===== config.mk =====
export PLATFORM = sky130hd
export DESIGN_NAME = yuv422_to_rgb888
export DESIGN_NICKNAME = d
export VERILOG_FILES = /design/src/hdl/yuv_pkg.sv /design/src/hdl/yuv422_to_rgb888.sv /design/src/hdl/yuv_fifo.sv /design/src/hdl/yuv_front.sv /design/src/hdl/yuv_back.sv
export VERILOG_INCLUDE_DIRS = /design/src /design/src/hdl
export SDC_FILE = /design/constraint.sdc
export NUM_CORES = 1
export LEC_CHECK = 0
export BUFFER_PORTS_ARGS = -buffer_cell sky130_fd_sc_hd__buf_2
export CAP_MARGIN = 0
export CORE_ASPECT_RATIO = 1.5
export CORE_MARGIN = 1.5
export CORE_UTILIZATION = 60
export CTS_CLUSTER_SIZE = 24
export DETAILED_ROUTE_END_ITERATION = 10
export GPL_TIMING_DRIVEN = 0
export MAX_ROUTING_LAYER = met4
export PLACE_DENSITY = 0.78
export SYNTH_ARGS = -nofsm -noshare
export SYNTH_HDL_FRONTEND = slang
export SYNTH_HIERARCHICAL = 1
export SYNTH_SLANG_ARGS = --single-unit

===== constraint.sdc =====
create_clock -name clk -period 8.52 [get_ports clk]
set_clock_uncertainty 0.2 [all_clocks]
set_input_delay 1.704 -clock clk [delete_from_list [all_inputs] [get_ports clk]]
set_output_delay 1.704 -clock clk [all_outputs]
set_load 0.005 [all_outputs]

===== src/hdl/assert_macros.svh =====
// Assertion helpers shared by the RTL. Every check is sampled on the rising
// clock edge and is switched off while the synchronous reset is low.
`ifndef ASSERT_MACROS_SVH
`define ASSERT_MACROS_SVH

// The condition must hold at every sampled edge.
`define ASSERT_ALWAYS(label, clk, rst_n, cond) \
  label: assert property (@(posedge clk) disable iff (!rst_n) (cond)) \
    else $error("assertion failed: invariant");

// When the trigger holds, the consequence must hold in the same cycle.
`define ASSERT_IMPLIES(label, clk, rst_n, trig, cons) \
  label: assert property (@(posedge clk) disable iff (!rst_n) (trig) |-> (cons)) \
    else $error("assertion failed: same-cycle implication");

// When the trigger holds, the consequence must hold in the next cycle.
`define ASSERT_NEXT(label, clk, rst_n, trig, cons) \
  label: assert property (@(posedge clk) disable iff (!rst_n) (trig) |=> (cons)) \
    else $error("assertion failed: next-cycle implication");

`endif


===== src/hdl/yuv_pkg.sv =====
package yuv_pkg;

  // Signed width of every channel sum, wide enough for all byte patterns.
  localparam int SUM_W = 20;
  // Offset luma and chroma samples, signed.
  localparam int SMP_W = 9;

  localparam int MID_DEPTH_DEF = 2;
  localparam int OUT_DEPTH_DEF = 2;

  // Byte order codes of the configuration register.
  localparam logic ORDER_UYVY = 1'b0;
  localparam logic ORDER_YUYV = 1'b1;

  // BT.601 integer coefficients and offsets.
  localparam logic signed [SUM_W-1:0] K_Y     = 20'sd298;
  localparam logic signed [SUM_W-1:0] K_RV    = 20'sd409;
  localparam logic signed [SUM_W-1:0] K_GU    = 20'sd100;
  localparam logic signed [SUM_W-1:0] K_GV    = 20'sd208;
  localparam logic signed [SUM_W-1:0] K_BU    = 20'sd516;
  localparam logic signed [SUM_W-1:0] K_ROUND = 20'sd128;
  localparam logic signed [SMP_W-1:0] Y_OFS   = 9'sd16;
  localparam logic signed [SMP_W-1:0] C_OFS   = 9'sd128;

  typedef logic signed [SUM_W-1:0] sum_t;
  typedef logic signed [SMP_W-1:0] smp_t;

  // One macropixel after the front end: both lumas and the chroma terms.
  typedef struct packed {
    smp_t y0;
    smp_t y1;
    sum_t r_term;
    sum_t g_term;
    sum_t b_term;
    logic frame_end;
  } mpix_t;

  // One finished RGB pixel.
  typedef struct packed {
    logic [7:0] red;
    logic [7:0] green;
    logic [7:0] blue;
    logic       pair_last;
    logic       frame_end;
  } pix_t;

endpackage


===== src/hdl/yuv422_to_rgb888.sv =====
// YUV 4:2:2 to RGB888 converter, BT.601 integer coefficients. Each request on
// the input queue carries one packed macropixel of four bytes; it yields two
// RGB pixels, the first built from Y0 and the second from Y1, both sharing the
// macropixel's U and V. cfg_data written with cfg_we selects the byte order:
// 0 (the reset value) means U Y0 V Y1, 1 means Y0 U Y1 V. Only write it while
// no request is in flight. Each channel is (298*Y + chroma term + 128) >> 8
// with Y offset by 16 and U, V by 128, clamped to 0..255. The second pixel has
// out_pair_last set and carries the request's frame end flag; the first pixel
// always shows frame end low. Throughput is one pixel per cycle while the
// output queue has room, set by the single per-pixel datapath in the back
// end, which handles the two pixels of a macropixel in turn. The first pixel
// of a request is registered in the macropixel queue and then in the output
// queue before it shows on the output ports. Reset is synchronous and active
// low.
`include "assert_macros.svh"

module yuv422_to_rgb888 #(
  parameter int MID_DEPTH = yuv_pkg::MID_DEPTH_DEF,
  parameter int OUT_DEPTH = yuv_pkg::OUT_DEPTH_DEF
) (
  input  logic       clk,
  input  logic       rst_n,
  input  logic       cfg_we,
  input  logic       cfg_data,
  input  logic       in_push,
  output logic       in_full,
  input  logic [7:0] in_byte_a,
  input  logic [7:0] in_byte_b,
  input  logic [7:0] in_byte_c,
  input  logic [7:0] in_byte_d,
  input  logic       in_frame_end_in,
  output logic       out_empty,
  input  logic       out_pop,
  output logic [7:0] out_red,
  output logic [7:0] out_green,
  output logic [7:0] out_blue,
  output logic       out_pair_last,
  output logic       out_frame_end_out
);

  import yuv_pkg::*;

  // Front end: reorders the bytes, removes the offsets and forms the three
  // chroma products once per macropixel.
  mpix_t front_entry;
  // Macropixel queue between the front and back ends.
  mpix_t mid_entry;
  logic  mid_empty, mid_pop;
  // Back end result and output queue.
  pix_t  back_pixel, out_pixel;
  logic  back_push, out_full;

  yuv_front u_front (
    .clk       (clk),
    .rst_n     (rst_n),
    .cfg_we    (cfg_we),
    .cfg_data  (cfg_data),
    .byte_a    (in_byte_a),
    .byte_b    (in_byte_b),
    .byte_c    (in_byte_c),
    .byte_d    (in_byte_d),
    .frame_end (in_frame_end_in),
    .entry     (front_entry)
  );

  // A request is accepted whenever the macropixel queue has room, so the
  // front end keeps taking input while finished pixels wait at the output.
  yuv_fifo #(
    .WIDTH ($bits(mpix_t)),
    .DEPTH (MID_DEPTH)
  ) u_mid_q (
    .clk   (clk),
    .rst_n (rst_n),
    .push  (in_push),
    .wdata (front_entry),
    .full  (in_full),
    .pop   (mid_pop),
    .rdata (mid_entry),
    .empty (mid_empty)
  );

  // Back end: one pixel per cycle while the output queue has room, two pixels per queued macropixel.
  yuv_back u_back (
    .clk       (clk),
    .rst_n     (rst_n),
    .entry     (mid_entry),
    .mid_empty (mid_empty),
    .mid_pop   (mid_pop),
    .out_full  (out_full),
    .out_push  (back_push),
    .pixel     (back_pixel)
  );

  // The output queue registers each pixel and decouples the consumer.
  yuv_fifo #(
    .WIDTH ($bits(pix_t)),
    .DEPTH (OUT_DEPTH)
  ) u_out_q (
    .clk   (clk),
    .rst_n (rst_n),
    .push  (back_push),
    .wdata (back_pixel),
    .full  (out_full),
    .pop   (out_pop),
    .rdata (out_pixel),
    .empty (out_empty)
  );

  assign out_red           = out_pixel.red;
  assign out_green         = out_pixel.green;
  assign out_blue          = out_pixel.blue;
  assign out_pair_last     = out_pixel.pair_last;
  assign out_frame_end_out = out_pixel.frame_end;

endmodule


===== src/hdl/yuv_fifo.sv =====
`include "assert_macros.svh"

module yuv_fifo #(
  parameter int WIDTH = 8,
  parameter int DEPTH = 2
) (
  input  logic             clk,
  input  logic             rst_n,
  input  logic             push,
  input  logic [WIDTH-1:0] wdata,
  output logic             full,
  input  logic             pop,
  output logic [WIDTH-1:0] rdata,
  output logic             empty
);

  localparam int AW = (DEPTH > 1) ? $clog2(DEPTH) : 1;
  localparam int CW = $clog2(DEPTH + 1);

  logic [WIDTH-1:0] mem_r [DEPTH];
  logic [AW-1:0]    wptr_r, wptr_nxt;
  logic [AW-1:0]    rptr_r, rptr_nxt;
  logic [CW-1:0]    cnt_r, cnt_nxt;
  logic             do_push, do_pop;

  assign full    = (cnt_r == CW'(DEPTH));
  assign empty   = (cnt_r == '0);
  assign do_push = push && !full;
  assign do_pop  = pop && !empty;
  assign rdata   = mem_r[rptr_r];

  always_comb begin
    wptr_nxt = wptr_r;
    rptr_nxt = rptr_r;
    cnt_nxt  = cnt_r;
    if (do_push) begin
      wptr_nxt = (wptr_r == AW'(DEPTH - 1)) ? '0 : wptr_r + 1'b1;
    end
    if (do_pop) begin
      rptr_nxt = (rptr_r == AW'(DEPTH - 1)) ? '0 : rptr_r + 1'b1;
    end
    if (do_push && !do_pop) begin
      cnt_nxt = cnt_r + 1'b1;
    end else if (do_pop && !do_push) begin
      cnt_nxt = cnt_r - 1'b1;
    end
  end

  always_ff @(posedge clk) begin
    if (!rst_n) begin
      wptr_r <= '0;
      rptr_r <= '0;
      cnt_r  <= '0;
    end else begin
      wptr_r <= wptr_nxt;
      rptr_r <= rptr_nxt;
      cnt_r  <= cnt_nxt;
    end
  end

  always_ff @(posedge clk) begin
    if (do_push) begin
      mem_r[wptr_r] <= wdata;
    end
  end

  `ASSERT_ALWAYS(a_cnt_bound, clk, rst_n, cnt_r <= CW'(DEPTH))
  `ASSERT_NEXT(a_cnt_up, clk, rst_n, do_push && !do_pop, cnt_r == $past(cnt_r) + 1'b1)
  `ASSERT_NEXT(a_cnt_down, clk, rst_n, do_pop && !do_push, cnt_r == $past(cnt_r) - 1'b1)

endmodule


===== src/hdl/yuv_front.sv =====
module yuv_front (
  input  logic          clk,
  input  logic          rst_n,
  input  logic          cfg_we,
  input  logic          cfg_data,
  input  logic [7:0]    byte_a,
  input  logic [7:0]    byte_b,
  input  logic [7:0]    byte_c,
  input  logic [7:0]    byte_d,
  input  logic          frame_end,
  output yuv_pkg::mpix_t entry
);

  import yuv_pkg::*;

  logic       order_r;
  logic [7:0] y0_raw, y1_raw, u_raw, v_raw;
  smp_t       cb, cr;
  sum_t       cb_w, cr_w;

  always_ff @(posedge clk) begin
    if (!rst_n) begin
      order_r <= ORDER_UYVY;
    end else if (cfg_we) begin
      order_r <= cfg_data;
    end
  end

  always_comb begin
    unique case (order_r)
      ORDER_YUYV: begin
        y0_raw = byte_a;
        u_raw  = byte_b;
        y1_raw = byte_c;
        v_raw  = byte_d;
      end
      default: begin
        u_raw  = byte_a;
        y0_raw = byte_b;
        v_raw  = byte_c;
        y1_raw = byte_d;
      end
    endcase
  end

  // Offset removal keeps every sample in nine signed bits.
  assign cb   = $signed({1'b0, u_raw}) - C_OFS;
  assign cr   = $signed({1'b0, v_raw}) - C_OFS;
  assign cb_w = SUM_W'(cb);
  assign cr_w = SUM_W'(cr);

  assign entry.y0        = $signed({1'b0, y0_raw}) - Y_OFS;
  assign entry.y1        = $signed({1'b0, y1_raw}) - Y_OFS;
  assign entry.r_term    = K_RV * cr_w;
  assign entry.g_term    = -(K_GU * cb_w) - K_GV * cr_w;
  assign entry.b_term    = K_BU * cb_w;
  assign entry.frame_end = frame_end;

endmodule


===== src/hdl/yuv_back.sv =====
`include "assert_macros.svh"

module yuv_back (
  input  logic           clk,
  input  logic           rst_n,
  input  yuv_pkg::mpix_t entry,
  input  logic           mid_empty,
  output logic           mid_pop,
  input  logic           out_full,
  output logic           out_push,
  output yuv_pkg::pix_t  pixel
);

  import yuv_pkg::*;

  logic phase_r, phase_nxt;
  smp_t y_sel;
  sum_t ys, r_sum, g_sum, b_sum;

  function automatic logic [7:0] clamp8(input sum_t s);
    logic [7:0] res;
    if (s[SUM_W-1]) begin
      res = 8'd0;
    end else if (s[SUM_W-2:16] != '0) begin
      res = 8'hFF;
    end else begin
      res = s[15:8];
    end
    return res;
  endfunction

  assign y_sel = phase_r ? entry.y1 : entry.y0;
  assign ys    = K_Y * SUM_W'(y_sel) + K_ROUND;
  assign r_sum = ys + entry.r_term;
  assign g_sum = ys + entry.g_term;
  assign b_sum = ys + entry.b_term;

  assign pixel.red       = clamp8(r_sum);
  assign pixel.green     = clamp8(g_sum);
  assign pixel.blue      = clamp8(b_sum);
  assign pixel.pair_last = phase_r;
  assign pixel.frame_end = phase_r & entry.frame_end;

  assign out_push  = !mid_empty && !out_full;
  assign mid_pop   = out_push && phase_r;
  assign phase_nxt = out_push ? !phase_r : phase_r;

  always_ff @(posedge clk) begin
    if (!rst_n) begin
      phase_r <= 1'b0;
    end else begin
      phase_r <= phase_nxt;
    end
  end

  `ASSERT_IMPLIES(a_pop_second, clk, rst_n, mid_pop, out_push && phase_r)
  `ASSERT_IMPLIES(a_half_done, clk, rst_n, phase_r, !mid_empty)
  `ASSERT_NEXT(a_first_then_second, clk, rst_n, out_push && !phase_r, phase_r)

endmodule

==> results.txt <==
Drt pass-1 iters: 5
Relative max-transition margin: 22.5%
Max stage delay cell, worst path: or4_2
Post-Syn Area: 16,300 um2
CP Max Fanout: 10
Synthesized area per cell: 12.0 um2
Kind of critical path: flop to flop
Final setup viols: 0
Synthesized instance count: 1,361
# fillers: 1,990
Grt met1 use: 26.3%
Initial Util: 61.4%
Hold WC Path Type: flop to flop
CTS sink count: 216
Layout cell share with drive strength beyond 1: 19.9%
Area Growth Syn to Fin: 9.29%
Post-route ant nets: 0
Detailed placer's ending HPWL: 26.9 mm
Vias in the first global route: 10,579
Gr busiest metal: met2
Worst EP arrival: 8240 ps
Min cycle time layout: 8230 ps
Max-cap violations: 0
Gr ovfl total: 0
CP endpoint kind: flop
Crit-path max cell delay: 670 ps
Status: finished clean
Vias/cell: 5.81
Met2 usage: 45.5%
RePlAce Congestion: 0.869
Fin area: 17,800 um2
Critical Path Source Type: flop
Placed Area: 17,200 um2
Worst slew pin tran: 1160 ps
M3 GR Usage: 2.62%
Port Buffers: 65
Ports: 67
CTS Buf Count: 19
Largest net degree at the start of global routing: 65
H-tree levels: 1
Net count, final: 1,784
Die width: 138 um
CTS tree: yes
Commonest non-fill, non-tap cell in the layout: ha_1
Clock Path Buffers: 3
CP Data Required Time: 8530 ps
Final wirelength: 33.3 mm
Diode count: 0
Drt wl/cell: 18.5 um
Final hold vios: 0
Clock-pin slew on the worst setup and hold paths: 70 ps
# rows: 73
DRC: 0
Cts hold-fix bufs: 0
Max Fclk: 122 MHz
Worst-skew pair later-pin latency: 500 ps
First-pass GRT wire length: 52.1 mm
Final setup TNS: 0 ps
Area of the core: 26,600 um2
Die ar.: 28,200 um2
Total GRT Usage: 24.8%
WHS Path Cells: 2
Vias post-DR: 10,483
Period utilisation layout: 96.5%
Fin. max-slew vios: 0
Commonest cells after routing, fill and taps aside: 251 x ha_1, 204 x edfxtp_1, 116 x mux2_2, 99 x inv_1, 74 x buf_2
Initial antenna violation count: 0
CTS Root Cell: clkbuf_16
Crit-path most repeated cell: ha_1
DRT iter0 DRCs: 458
Yosys warns: 6
Height of the die: 205 um
Worst R2R Path Depth: 27
layer usage:
metal	wire length (um)	up-vias	share of wire, %
met5	0	-	0
met1	12900	5017	39
met4	1740	0	5.2
met3	943	76	2.8
met2	17800	167	53
li1	-	5223	-
cell type report:
type / instances / area [um2] / area share, %
timing repair buffer: 73 / 480 / 2.69
inverter: 103 / 387 / 2.17
clock inverter: 9 / 48.8 / 0.274
buffer: 28 / 176 / 0.989
clock buffer: 23 / 490 / 2.75
sequential: 216 / 6370 / 35.7
multi-input combinational: 1015 / 9460 / 53.1
tap: 337 / 422 / 2.36
what timing repair did:
item	CTS	global route
setup endpoints to repair	16	48
buffers inserted	0	2
pin swaps	0	2
gates resized for setup	1	11
worst max-delay path: cells and delay by family (launching register included):
family,cells,cell delay [ps]
and+or+nand+nor,5,1390
buffers and inverters,5,660
muxes,2,690
DFF,1,330
xor gates and xnor gates,3,950
AOI/OAI and AO/OA,5,1030
adders and majority gates,7,2680
per-stage QoR:
step / worst slack, ps / utilization, % / cells / hold slack [ps]
after floorplan: 1150 / - / 1362 / 283
after global placement: 62.5 / 64.2 / 1764 / 298
after detailed placement: -22.6 / 64.8 / 1770 / 316
after CTS: 26.1 / 66.9 / 1802 / 330
after global routing: -34.0 / 67.1 / 1804 / 357
final: 294 / 67.1 / 1804 / 329
final timing paths:
| check | startpoint | to | slack [ps] |
|---|---|---|---|
| max | flop | u_out_q/mem_r[1][20]$_DFFE_PP_ | 290 |
| min | u_out_q/cnt_r[1]$_SDFFE_PN0P_ | u_out_q/cnt_r[1]$_SDFFE_PN0P_ | 330 |
| min reg2reg | u_out_q/cnt_r[1]$_SDFFE_PN0P_ | u_out_q/cnt_r[1]$_SDFFE_PN0P_ | 330 |
| max reg2reg | flop | u_out_q/mem_r[1][20]$_DFFE_PP_ | 290 |
flip-flops by register name, summed over array words and instances (netlist names), named ones only:
name	count
u_out_q/rptr_r	1
u_mid_q/wptr_r	1
u_out_q/wptr_r	1
u_mid_q/cnt_r	2
u_mid_q/mem_r	152
u_out_q/mem_r	52
u_mid_q/rptr_r	1
u_front/order_r	1
u_out_q/cnt_r	2
u_back/phase_r	1
Power is not shown: default switching activity piles up to over one toggle a cycle in this logic, so the estimate is an artifact.
